$ cat config.mk
export PLATFORM = sky130hd
export DESIGN_NAME = markup_text_decoder
export DESIGN_NICKNAME = d
export VERILOG_FILES = /design/src/rtl/mtd_pkg.sv /design/src/rtl/mtd_front.sv /design/src/rtl/mtd_queue.sv /design/src/rtl/mtd_back.sv /design/src/rtl/markup_text_decoder.sv
export SDC_FILE = /design/constraint.sdc
export NUM_CORES = 1
export LEC_CHECK = 0
export ABC_AREA = 1
export BUFFER_PORTS_ARGS = -buffer_cell sky130_fd_sc_hd__buf_2
export CORE_MARGIN = 10
export CORE_UTILIZATION = 60
export CTS_BUF_LIST = sky130_fd_sc_hd__clkbuf_16
export CTS_CLUSTER_DIAMETER = 30
export DETAILED_ROUTE_END_ITERATION = 8
export PLACE_DENSITY = 0.78
export SLEW_MARGIN = 20
export SYNTH_ARGS = -nofsm -noshare
export SYNTH_HDL_FRONTEND = slang
export SYNTH_SLANG_ARGS = --single-unit
$ cat constraint.sdc
create_clock -name clock -period 8.2 [get_ports clock]
set_clock_uncertainty 0.1 [all_clocks]
set_input_delay 0.41 -clock clock [delete_from_list [all_inputs] [get_ports clock]]
set_output_delay 0.41 -clock clock [all_outputs]
set_load 0.05 [all_outputs]
$ cat src/rtl/mtd_pkg.sv
// ----------------------------------------------------------------------------
// mtd_pkg
// shared types and constants of the markup text decoder
// ----------------------------------------------------------------------------
package mtd_pkg;

   localparam int QUEUE_DEPTH = 4;

   localparam logic [7:0] CH_LBRACKET = 8'h5B;
   localparam logic [7:0] CH_RBRACKET = 8'h5D;
   localparam logic [7:0] CH_COLON    = 8'h3A;
   localparam logic [7:0] CH_PERIOD   = 8'h2E;
   localparam logic [7:0] CH_QUESTION = 8'h3F;
   localparam logic [7:0] CH_SPACE    = 8'h20;
   localparam logic [7:0] CH_BANG     = 8'h21;
   localparam logic [7:0] CH_TAB      = 8'h09;
   localparam logic [7:0] CH_NEWLINE  = 8'h0A;
   localparam logic [7:0] CH_VTAB     = 8'h0B;
   localparam logic [7:0] CH_FORMFEED = 8'h0C;
   localparam logic [7:0] CH_RETURN   = 8'h0D;
   localparam logic [7:0] CH_PLUS     = 8'h2B;
   localparam logic [7:0] CH_MINUS    = 8'h2D;
   localparam logic [7:0] CH_TILDE    = 8'h7E;
   localparam logic [7:0] CH_ZERO     = 8'h30;
   localparam logic [7:0] CH_NINE     = 8'h39;
   localparam logic [7:0] CH_UPPER_A  = 8'h41;
   localparam logic [7:0] CH_UPPER_B  = 8'h42;
   localparam logic [7:0] CH_UPPER_C  = 8'h43;
   localparam logic [7:0] CH_UPPER_H  = 8'h48;
   localparam logic [7:0] CH_UPPER_P  = 8'h50;
   localparam logic [7:0] CH_UPPER_R  = 8'h52;
   localparam logic [7:0] PRINT_LOW   = 8'h20;
   localparam logic [7:0] PRINT_END   = 8'h7F;

   typedef enum logic [5:0] {
      MODE_NORMAL = 6'b000001,
      MODE_CLOSE  = 6'b000010,
      MODE_OPEN   = 6'b000100,
      MODE_TOKEN  = 6'b001000,
      MODE_ARG    = 6'b010000,
      MODE_SKIP   = 6'b100000
   } mode_type;

   typedef enum logic [7:0] {
      TOK_NONE = 8'b00000001,
      TOK_R    = 8'b00000010,
      TOK_B    = 8'b00000100,
      TOK_P    = 8'b00001000,
      TOK_C    = 8'b00010000,
      TOK_CH   = 8'b00100000,
      TOK_CHA  = 8'b01000000,
      TOK_CHAR = 8'b10000000
   } token_type;

   typedef enum logic [6:0] {
      ARG_EMPTY  = 7'b0000001,
      ARG_TILDE1 = 7'b0000010,
      ARG_TILDE2 = 7'b0000100,
      ARG_WS     = 7'b0001000,
      ARG_SIGN   = 7'b0010000,
      ARG_DIGITS = 7'b0100000,
      ARG_DONE   = 7'b1000000
   } arg_type;

   // one queued transaction group: zero, one or two copies of a byte
   typedef struct packed {
      logic [7:0] data;
      logic       valid;
      logic       twice;
      logic       eot;
   } entry_type;

   typedef struct packed {
      logic [1:0] cnt;
      logic [7:0] data;
   } emit_type;

endpackage

$ cat src/rtl/mtd_front.sv
// ----------------------------------------------------------------------------
// mtd_front
// markup parser: takes one byte per cycle while the queue is not full and queues the bytes it decodes
// ----------------------------------------------------------------------------
module mtd_front (
   input  logic                clock,
   input  logic                reset,
   input  logic                req_tvalid,
   output logic                req_tready,
   input  logic [7:0]          req_tdata,
   input  logic                req_tlast,
   input  logic                q_full,
   output logic                q_push,
   output mtd_pkg::entry_type  q_data
);

   mtd_pkg::mode_type  mode_ff, mode_in;
   mtd_pkg::token_type tok_ff, tok_in;
   mtd_pkg::arg_type   arg_ff, arg_in;
   logic [7:0]         arg_char_ff, arg_char_in;
   logic [7:0]         arg_value_ff, arg_value_in;
   logic               arg_neg_ff, arg_neg_in;

   logic               accept;
   logic [7:0]         c;
   logic               is_digit;
   logic               is_space;
   logic [3:0]         digit_val;
   logic [11:0]        acc;
   mtd_pkg::emit_type  emit;
   mtd_pkg::token_type tok_step;
   mtd_pkg::arg_type   step_mode;
   logic [7:0]         step_char;
   logic [7:0]         step_value;
   logic               step_neg;

   function automatic mtd_pkg::emit_type act_token(mtd_pkg::token_type t);
      mtd_pkg::emit_type e;
      e.data = 8'h00;
      e.cnt  = 2'd0;
      if (t == mtd_pkg::TOK_R || t == mtd_pkg::TOK_P) begin
         e.data = mtd_pkg::CH_NEWLINE;
         e.cnt  = 2'd1;
      end else if (t == mtd_pkg::TOK_B) begin
         e.data = mtd_pkg::CH_NEWLINE;
         e.cnt  = 2'd2;
      end
      return e;
   endfunction

   function automatic mtd_pkg::emit_type finish_arg(mtd_pkg::arg_type m, logic [7:0] ch,
                                                    logic [7:0] v, logic neg);
      mtd_pkg::emit_type e;
      e.data = 8'h00;
      e.cnt  = 2'd0;
      if (m == mtd_pkg::ARG_TILDE2) begin
         e.data = ch;
         e.cnt  = 2'd1;
      end else if ((m == mtd_pkg::ARG_DIGITS || m == mtd_pkg::ARG_DONE) && !neg &&
                   v >= mtd_pkg::PRINT_LOW && v < mtd_pkg::PRINT_END) begin
         e.data = v;
         e.cnt  = 2'd1;
      end
      return e;
   endfunction

   function automatic mtd_pkg::token_type tok_first(logic [7:0] ch);
      mtd_pkg::token_type t;
      case (ch)
         mtd_pkg::CH_UPPER_R: t = mtd_pkg::TOK_R;
         mtd_pkg::CH_UPPER_B: t = mtd_pkg::TOK_B;
         mtd_pkg::CH_UPPER_P: t = mtd_pkg::TOK_P;
         mtd_pkg::CH_UPPER_C: t = mtd_pkg::TOK_C;
         default:             t = mtd_pkg::TOK_NONE;
      endcase
      return t;
   endfunction

   function automatic mtd_pkg::token_type tok_follow(mtd_pkg::token_type t, logic [7:0] ch);
      mtd_pkg::token_type r;
      r = mtd_pkg::TOK_NONE;
      if (t == mtd_pkg::TOK_C && ch == mtd_pkg::CH_UPPER_H) begin
         r = mtd_pkg::TOK_CH;
      end else if (t == mtd_pkg::TOK_CH && ch == mtd_pkg::CH_UPPER_A) begin
         r = mtd_pkg::TOK_CHA;
      end else if (t == mtd_pkg::TOK_CHA && ch == mtd_pkg::CH_UPPER_R) begin
         r = mtd_pkg::TOK_CHAR;
      end
      return r;
   endfunction

   assign req_tready = !q_full;
   assign accept     = req_tvalid && req_tready;
   assign c          = req_tdata;
   assign is_digit   = (c >= mtd_pkg::CH_ZERO) && (c <= mtd_pkg::CH_NINE);
   assign digit_val  = 4'(c - mtd_pkg::CH_ZERO);
   assign is_space   = (c == mtd_pkg::CH_SPACE) || (c == mtd_pkg::CH_TAB) ||
                       (c == mtd_pkg::CH_NEWLINE) || (c == mtd_pkg::CH_VTAB) ||
                       (c == mtd_pkg::CH_FORMFEED) || (c == mtd_pkg::CH_RETURN);
   assign acc        = {1'b0, arg_value_ff, 3'b000} + {3'b000, arg_value_ff, 1'b0} +
                       {8'h00, digit_val};
   assign tok_step   = tok_follow(tok_ff, c);

   // argument parser: whitespace, sign, decimal digits or a tilde character
   always_comb begin
      step_mode  = arg_ff;
      step_char  = arg_char_ff;
      step_value = arg_value_ff;
      step_neg   = arg_neg_ff;
      case (arg_ff)
         mtd_pkg::ARG_EMPTY, mtd_pkg::ARG_WS: begin
            if (is_space) begin
               step_mode = mtd_pkg::ARG_WS;
            end else if (c == mtd_pkg::CH_PLUS || c == mtd_pkg::CH_MINUS) begin
               step_neg  = (c == mtd_pkg::CH_MINUS);
               step_mode = mtd_pkg::ARG_SIGN;
            end else if (is_digit) begin
               step_value = {4'h0, digit_val};
               step_mode  = mtd_pkg::ARG_DIGITS;
            end else if (c == mtd_pkg::CH_TILDE && arg_ff == mtd_pkg::ARG_EMPTY) begin
               step_mode = mtd_pkg::ARG_TILDE1;
            end else begin
               step_mode = mtd_pkg::ARG_DONE;
            end
         end
         mtd_pkg::ARG_SIGN: begin
            if (is_digit) begin
               step_value = {4'h0, digit_val};
               step_mode  = mtd_pkg::ARG_DIGITS;
            end else begin
               step_mode = mtd_pkg::ARG_DONE;
            end
         end
         mtd_pkg::ARG_DIGITS: begin
            if (is_digit) begin
               step_value = (acc > 12'd255) ? 8'hFF : acc[7:0];
            end else begin
               step_mode = mtd_pkg::ARG_DONE;
            end
         end
         mtd_pkg::ARG_TILDE1: begin
            step_char = c;
            step_mode = mtd_pkg::ARG_TILDE2;
         end
         default: begin
         end
      endcase
   end

   always_comb begin
      mode_in      = mode_ff;
      tok_in       = tok_ff;
      arg_in       = arg_ff;
      arg_char_in  = arg_char_ff;
      arg_value_in = arg_value_ff;
      arg_neg_in   = arg_neg_ff;
      emit         = '0;
      case (mode_ff)
         mtd_pkg::MODE_NORMAL, mtd_pkg::MODE_CLOSE: begin
            mode_in = mtd_pkg::MODE_NORMAL;
            if (mode_ff == mtd_pkg::MODE_CLOSE && c == mtd_pkg::CH_RBRACKET) begin
               emit.data = c;
               emit.cnt  = 2'd1;
            end else if (c == mtd_pkg::CH_RBRACKET) begin
               if (!req_tlast) begin
                  mode_in = mtd_pkg::MODE_CLOSE;
               end
            end else if (c == mtd_pkg::CH_LBRACKET) begin
               if (!req_tlast) begin
                  mode_in = mtd_pkg::MODE_OPEN;
               end
            end else begin
               emit.data = c;
               emit.cnt  = 2'd1;
            end
         end
         mtd_pkg::MODE_OPEN: begin
            mode_in = mtd_pkg::MODE_NORMAL;
            if (c == mtd_pkg::CH_LBRACKET || c == mtd_pkg::CH_PERIOD ||
                c == mtd_pkg::CH_COLON || c == mtd_pkg::CH_QUESTION ||
                c == mtd_pkg::CH_SPACE || c == mtd_pkg::CH_BANG) begin
               emit.data = c;
               emit.cnt  = 2'd1;
            end else if (c != mtd_pkg::CH_RBRACKET) begin
               tok_in  = tok_first(c);
               mode_in = mtd_pkg::MODE_TOKEN;
               if (req_tlast) begin
                  emit = act_token(tok_first(c));
               end
            end
         end
         mtd_pkg::MODE_TOKEN: begin
            if (c == mtd_pkg::CH_RBRACKET) begin
               emit    = act_token(tok_ff);
               mode_in = mtd_pkg::MODE_NORMAL;
            end else if (c == mtd_pkg::CH_COLON) begin
               if (tok_ff == mtd_pkg::TOK_CHAR) begin
                  arg_in       = mtd_pkg::ARG_EMPTY;
                  arg_char_in  = 8'h00;
                  arg_value_in = 8'h00;
                  arg_neg_in   = 1'b0;
                  mode_in      = mtd_pkg::MODE_ARG;
               end else begin
                  emit    = act_token(tok_ff);
                  mode_in = mtd_pkg::MODE_SKIP;
               end
            end else begin
               tok_in = tok_step;
               if (req_tlast) begin
                  emit = act_token(tok_step);
               end
            end
         end
         mtd_pkg::MODE_ARG: begin
            if (c == mtd_pkg::CH_RBRACKET || c == mtd_pkg::CH_COLON) begin
               emit    = finish_arg(arg_ff, arg_char_ff, arg_value_ff, arg_neg_ff);
               mode_in = (c == mtd_pkg::CH_COLON) ? mtd_pkg::MODE_SKIP : mtd_pkg::MODE_NORMAL;
            end else begin
               arg_in       = step_mode;
               arg_char_in  = step_char;
               arg_value_in = step_value;
               arg_neg_in   = step_neg;
               if (req_tlast) begin
                  emit = finish_arg(step_mode, step_char, step_value, step_neg);
               end
            end
         end
         mtd_pkg::MODE_SKIP: begin
            if (c == mtd_pkg::CH_RBRACKET) begin
               mode_in = mtd_pkg::MODE_NORMAL;
            end
         end
         default: begin
            mode_in = mtd_pkg::MODE_NORMAL;
         end
      endcase
      if (req_tlast) begin
         mode_in      = mtd_pkg::MODE_NORMAL;
         tok_in       = mtd_pkg::TOK_NONE;
         arg_in       = mtd_pkg::ARG_EMPTY;
         arg_char_in  = 8'h00;
         arg_value_in = 8'h00;
         arg_neg_in   = 1'b0;
      end
   end

   assign q_push       = accept && ((emit.cnt != 2'd0) || req_tlast);
   assign q_data.data  = emit.data;
   assign q_data.valid = (emit.cnt != 2'd0);
   assign q_data.twice = (emit.cnt == 2'd2);
   assign q_data.eot   = req_tlast;

   always_ff @(posedge clock) begin
      if (reset) begin
         mode_ff      <= mtd_pkg::MODE_NORMAL;
         tok_ff       <= mtd_pkg::TOK_NONE;
         arg_ff       <= mtd_pkg::ARG_EMPTY;
         arg_char_ff  <= 8'h00;
         arg_value_ff <= 8'h00;
         arg_neg_ff   <= 1'b0;
      end else if (accept) begin
         mode_ff      <= mode_in;
         tok_ff       <= tok_in;
         arg_ff       <= arg_in;
         arg_char_ff  <= arg_char_in;
         arg_value_ff <= arg_value_in;
         arg_neg_ff   <= arg_neg_in;
      end
   end

`ifndef ASSERT_OFF
   a_last_clears: assert property (@(posedge clock) disable iff (reset)
      accept && req_tlast |=> mode_ff == mtd_pkg::MODE_NORMAL && tok_ff == mtd_pkg::TOK_NONE)
      else $error("state not cleared after end of text");
   a_last_pushes: assert property (@(posedge clock) disable iff (reset)
      accept && req_tlast |-> q_push)
      else $error("end of text produced no queue entry");
`endif

endmodule

$ cat src/rtl/mtd_queue.sv
// ----------------------------------------------------------------------------
// mtd_queue
// small register queue between parser and output stage
// ----------------------------------------------------------------------------
module mtd_queue #(
   parameter int Depth = mtd_pkg::QUEUE_DEPTH
) (
   input  logic                clock,
   input  logic                reset,
   input  logic                push,
   input  mtd_pkg::entry_type  push_data,
   output logic                full,
   input  logic                pop,
   output logic                head_valid,
   output mtd_pkg::entry_type  head_data
);

   localparam int PtrW = (Depth > 1) ? $clog2(Depth) : 1;
   localparam int CntW = $clog2(Depth + 1);

   mtd_pkg::entry_type     mem_ff [Depth];
   logic [PtrW-1:0]        wr_ptr_ff, wr_ptr_in;
   logic [PtrW-1:0]        rd_ptr_ff, rd_ptr_in;
   logic [CntW-1:0]        count_ff, count_in;
   logic                   do_pop;

   assign full       = (count_ff == CntW'(Depth));
   assign head_valid = (count_ff != '0);
   assign head_data  = mem_ff[rd_ptr_ff];
   assign do_pop     = pop && head_valid;

   assign wr_ptr_in = (wr_ptr_ff == PtrW'(Depth - 1)) ? '0 : wr_ptr_ff + 1'b1;
   assign rd_ptr_in = (rd_ptr_ff == PtrW'(Depth - 1)) ? '0 : rd_ptr_ff + 1'b1;

   always_comb begin
      count_in = count_ff;
      if (push && !do_pop) begin
         count_in = count_ff + 1'b1;
      end else if (!push && do_pop) begin
         count_in = count_ff - 1'b1;
      end
   end

   always_ff @(posedge clock) begin
      if (push) begin
         mem_ff[wr_ptr_ff] <= push_data;
      end
   end

   always_ff @(posedge clock) begin
      if (reset) begin
         wr_ptr_ff <= '0;
         rd_ptr_ff <= '0;
         count_ff  <= '0;
      end else begin
         if (push) begin
            wr_ptr_ff <= wr_ptr_in;
         end
         if (do_pop) begin
            rd_ptr_ff <= rd_ptr_in;
         end
         count_ff <= count_in;
      end
   end

`ifndef ASSERT_OFF
   a_no_overflow: assert property (@(posedge clock) disable iff (reset)
      full |-> !push || do_pop)
      else $error("push into full queue");
`endif

endmodule

$ cat src/rtl/mtd_back.sv
// ----------------------------------------------------------------------------
// mtd_back
// output stage: expands queued entries into single result transactions
// ----------------------------------------------------------------------------
module mtd_back (
   input  logic                clock,
   input  logic                reset,
   input  logic                q_valid,
   input  mtd_pkg::entry_type  q_data,
   output logic                q_pop,
   output logic                rsp_tvalid,
   input  logic                rsp_tready,
   output logic [7:0]          rsp_tdata,
   output logic                rsp_tuser,
   output logic                rsp_tlast
);

   logic       rsp_valid_ff, rsp_valid_in;
   logic [7:0] rsp_data_ff;
   logic       rsp_user_ff;
   logic       rsp_last_ff;
   logic       half_ff, half_in;
   logic       load;
   logic       final_copy;

   assign load       = q_valid && (!rsp_valid_ff || rsp_tready);
   assign final_copy = !q_data.twice || half_ff;
   assign q_pop      = load && final_copy;

   always_comb begin
      rsp_valid_in = rsp_valid_ff;
      half_in      = half_ff;
      if (load) begin
         rsp_valid_in = 1'b1;
         half_in      = !final_copy;
      end else if (rsp_tready) begin
         rsp_valid_in = 1'b0;
      end
   end

   always_ff @(posedge clock) begin
      if (load) begin
         rsp_data_ff <= q_data.data;
         rsp_user_ff <= q_data.valid;
         rsp_last_ff <= q_data.eot && final_copy;
      end
   end

   always_ff @(posedge clock) begin
      if (reset) begin
         rsp_valid_ff <= 1'b0;
         half_ff      <= 1'b0;
      end else begin
         rsp_valid_ff <= rsp_valid_in;
         half_ff      <= half_in;
      end
   end

   assign rsp_tvalid = rsp_valid_ff;
   assign rsp_tdata  = rsp_data_ff;
   assign rsp_tuser  = rsp_user_ff;
   assign rsp_tlast  = rsp_last_ff;

`ifndef ASSERT_OFF
   a_half_head: assert property (@(posedge clock) disable iff (reset)
      half_ff |-> q_valid && q_data.twice)
      else $error("second copy pending without a doubled entry");
   a_first_copy: assert property (@(posedge clock) disable iff (reset)
      $rose(half_ff) |-> rsp_valid_ff && !rsp_last_ff)
      else $error("first copy of a doubled entry marked last");
`endif

endmodule

$ cat src/rtl/markup_text_decoder.sv
// ----------------------------------------------------------------------------
// markup_text_decoder
// streaming decoder from bracket markup to plain text bytes
// ----------------------------------------------------------------------------
// usage:
//   req_ carries one markup byte per transaction, tlast on the final byte of
//   a string. rsp_ carries decoded bytes; tuser is 1 when tdata holds a
//   character, tlast marks the final result of the string. a string whose
//   final byte decodes to nothing still gets one result with tuser 0.
//   throughput: one input byte per cycle while the queue is not full;
//   a [B] token yields two results, sent in turn by the single output
//   register. each result is written into the queue when its byte is
//   accepted and then loaded into the output register, which drives
//   rsp_tvalid; that load waits while the output register is held.
//   the parser and the output stage are parted by a QueueDepth entry queue;
//   when the receiver stalls the queue fills and req_tready drops once it
//   is full. reset returns the parser to plain text mode and empties the
//   queue and the output register.
// ----------------------------------------------------------------------------
module markup_text_decoder #(
   parameter int QueueDepth = mtd_pkg::QUEUE_DEPTH
) (
   input  logic       clock,
   input  logic       reset,
   input  logic       req_tvalid,
   output logic       req_tready,
   input  logic [7:0] req_tdata,   // in_byte[7:0]
   input  logic       req_tlast,
   output logic       rsp_tvalid,
   input  logic       rsp_tready,
   output logic [7:0] rsp_tdata,   // out_byte[7:0]
   output logic       rsp_tuser,   // byte_valid
   output logic       rsp_tlast
);

   logic               q_push;
   logic               q_full;
   logic               q_pop;
   logic               q_valid;
   mtd_pkg::entry_type q_wdata;
   mtd_pkg::entry_type q_rdata;

   mtd_front u_front (
      .clock      (clock),
      .reset      (reset),
      .req_tvalid (req_tvalid),
      .req_tready (req_tready),
      .req_tdata  (req_tdata),
      .req_tlast  (req_tlast),
      .q_full     (q_full),
      .q_push     (q_push),
      .q_data     (q_wdata)
   );

   mtd_queue #(
      .Depth (QueueDepth)
   ) u_queue (
      .clock      (clock),
      .reset      (reset),
      .push       (q_push),
      .push_data  (q_wdata),
      .full       (q_full),
      .pop        (q_pop),
      .head_valid (q_valid),
      .head_data  (q_rdata)
   );

   mtd_back u_back (
      .clock      (clock),
      .reset      (reset),
      .q_valid    (q_valid),
      .q_data     (q_rdata),
      .q_pop      (q_pop),
      .rsp_tvalid (rsp_tvalid),
      .rsp_tready (rsp_tready),
      .rsp_tdata  (rsp_tdata),
      .rsp_tuser  (rsp_tuser),
      .rsp_tlast  (rsp_tlast)
   );

endmodule
==> reports/qor.yml <==
finalSetupViolCount: 0
num_antenna_cells: 0
worstPathMaxFanout: 7
crit_slowest_cell: "fa_1"
cp_num_buf_inv: 2
overflow: 0
fp.dieH_um: 123.3
dp_cells: 997
rr_endpoint: "u_queue.count_ff[2]"
hold_depth: 4
syn_nets: 892
ir_drop_v: 0.0001673
cp-end-kind: "flop"
clockBufferDepth: 2
dpl.hpwl_mm: 11.87
cts_resized: 0
yosysTopAreaCell: "edfxtp_1"
insertion_delay_ns: 0.34
worst-endpoint-required_ns: 8.38
period_share_pct: 57.05
drt_iter0_markers: 635
core_um2: 10370
critPathLaunchType: "flop"
via_per_inst: 5.904
wl_per_cell_um: 15.77
routed_wl_mm: 15.97
synth_cell_type_count: 49
yosysMostFrequentCell: "nand2_1"
syn_inst: 855
tightest_slew_ns: 1.063
post-route-min-period_ns: 4.678
start_util_pct: 61.74
ys_top_cells_by_count: "nand2_1, nor2_1, inv_1"
grtUsageMet2_pct: 35.85
fin_nets: 909
use_met3_pct: 3.920
clk_pin_slew_ns: 0.08
grt_max_degree: 36
clock_sinks: 103
synth_flop_cell: "edfxtp_1"
maxCapViolations: 0
die_w_um: 123.3
cts_tree: "built"
yosys_warnings: 0
fmax_mhz: 213.8
numCtsBuffers: 9
criticalPathCategory: "reg -> reg"
post-cts-setup-buffer-count: 0
syn_area_um2: 6402
crit_top_cell: "nand2_1"
synth.area.top_cells: "edfxtp_1, dfxtp_1, nand2_1"
leakage_nw: 2.863
hold_buffers: 0
ys_seq_area_share_pct: 40.65
hold_viol_final: 0
dr.pass1.iters: 6
hold_end: "u_back.rsp_tvalid"
synthArstFlopShare_pct: 0
drcViolationCount: 0
fp-row-count: 37
ioPinCount: 25
regToRegSetupSlack_ns: 3.52
slew_violations: 0
portBuffers: 24
syn_avg_cell_area_um2: 7.488
vias: 5981
htreeDepth: 3
cp_slowest_stage_delay_ns: 0.52
rr_startpoint: "u_front.arg_value_ff[2]"
antenna_found_initial: 0
nFillCells: 868
utilization_pct: 66.59
final_cells: 1013
dieArea_um2: 15200
fin_setup_tns_ns: 0
design_area_um2: 6905
grt_pass1_wl_mm: 26.14
arrival_ns: 4.85
ant_nets: 0
cellPowerDensity_nw_per_um2: 231.8
cts-root-buf: "clkbuf_16"
max-slew-margin-rel_pct: 28.87
yosysTopAreaCellShare_pct: 25.33
postLayoutSetupSlackWorst_ns: 3.522
ys_seq_elements: 103
cpLargestDelayFamily: "simple AND/OR/NAND/NOR gates"
grt_pass1_vias: 5647
synthToLayoutAreaGrowth_pct: 7.856
outcome: "finished clean"
hold_path_class: "in -> reg"
synth_edf_count: 54
hold_start: "rsp_tready"
grt-busiest-layer: "met2"
layout-drive-gt1-share_pct: 11.29
grtUsageTotal_pct: 21.14
place_area_um2: 6618
place_congestion: 1.012
use_met1_pct: 26.63
r2r_cells: 31
rsz0062_at_grt: "false"
place_ws_ns: 3.433
kinds of logic (layout without fill, tap and decap cells):
group	count (synthesis)	in the layout	share of synthesized area, %
xor gates and xnor gates	5	5	0.6840
and+or+nand+nor	412	412	29.88
buffers and inverters	145	167	8.716
muxes	1	1	0.1759
adders and majority gates	24	24	5.042
DFF	103	103	40.65
AOI/OAI and AO/OA	165	165	14.85
state kept, by name (all words and copies together) (netlist names), named ones only:
name / flops
u_queue.mem_ff: 44
u_back.rsp_tdata: 8
u_front.arg_char_ff: 8
u_front.arg_value_ff: 8
u_front.tok_ff: 8
u_front.arg_ff: 7
u_front.mode_ff: 6
u_queue.count_ff: 3
u_queue.rd_ptr_ff: 2
u_queue.wr_ptr_ff: 2
u_back.half_ff: 1
u_back.rsp_tlast: 1
u_back.rsp_tuser: 1
u_back.rsp_tvalid: 1
u_front.arg_neg_ff: 1
worst reg2reg max path, delay by kind of cell, from the launching register on:
kind	cells	cell delay (ns)
compound gates	2	0.21
flops	1	0.49
simple gates	23	2.08
buf+inv	2	0.15
fa+ha+maj	4	1.59
how the worst max path moves through the flow:
stage                          endpoint               startpoint  slack, ns  cells past startpoint
floorplan           u_queue.count_ff[2]             req_tdata[3]       4.09                     31
global placement    u_queue.count_ff[2]             req_tdata[3]       3.62                     32
detailed placement  u_queue.count_ff[2]             req_tdata[3]       3.43                     32
CTS                 u_queue.count_ff[2]  u_front.arg_value_ff[2]       3.56                     31
global route        u_queue.count_ff[2]  u_front.arg_value_ff[2]       3.09                     31
finish              u_queue.count_ff[2]  u_front.arg_value_ff[2]       3.52                     31
layout make-up:
| type | instances | area [um2] | share of cell area, % |
|---|---|---|---|
| clock buffer | 9 | 225.2 | 3.261 |
| clock inverter | 7 | 62.56 | 0.9060 |
| inverter | 126 | 475.5 | 6.885 |
| multi-input combinational | 607 | 3242 | 46.95 |
| sequential | 103 | 2603 | 37.69 |
| tap | 136 | 170.2 | 2.464 |
| timing repair buffer | 25 | 127.6 | 1.848 |
power by group:
group	leakage [nW]	switching, mW	total [mW]	internal, mW
registers	0.899	0.0467	0.700	0.653
clock network	0.146	0.211	0.426	0.214
logic	1.82	0.352	0.475	0.124
total	2.86	0.610	1.60	0.991
metrics by stage:
stage	hold WS, ns	total power [mW]
floorplan	0.3551	1.058
global placement	0.3691	1.161
detailed placement	0.3722	1.186
CTS	0.3171	1.602
global route	0.3229	1.686
finish	0.3165	1.601
layout by cell type (no fill, tap or decap), types with 8 or more instances in the layout:
cell	instances
buf_2	24
dfxtp_1	49
inv_1	112
inv_2	11
a211oi_1	8
nand2_1	167
nor3_1	15
nand3_1	57
o21ai_0	62
a21oi_1	41
o22ai_1	22
ha_1	21
clkbuf_16	9
nor2_2	8
nand2_2	13
nor2_1	114
nand4_1	8
edfxtp_1	54
routing by layer:
metal	share of wire, %	vias up	wire [um]
met2	48	281	7664
met5	0	-	0
met3	8.2	35	1315
met4	1.9	0	304
li1	-	2900	-
met1	42	2765	6690
No activity file was read; power rests on OpenSTA's default activity.
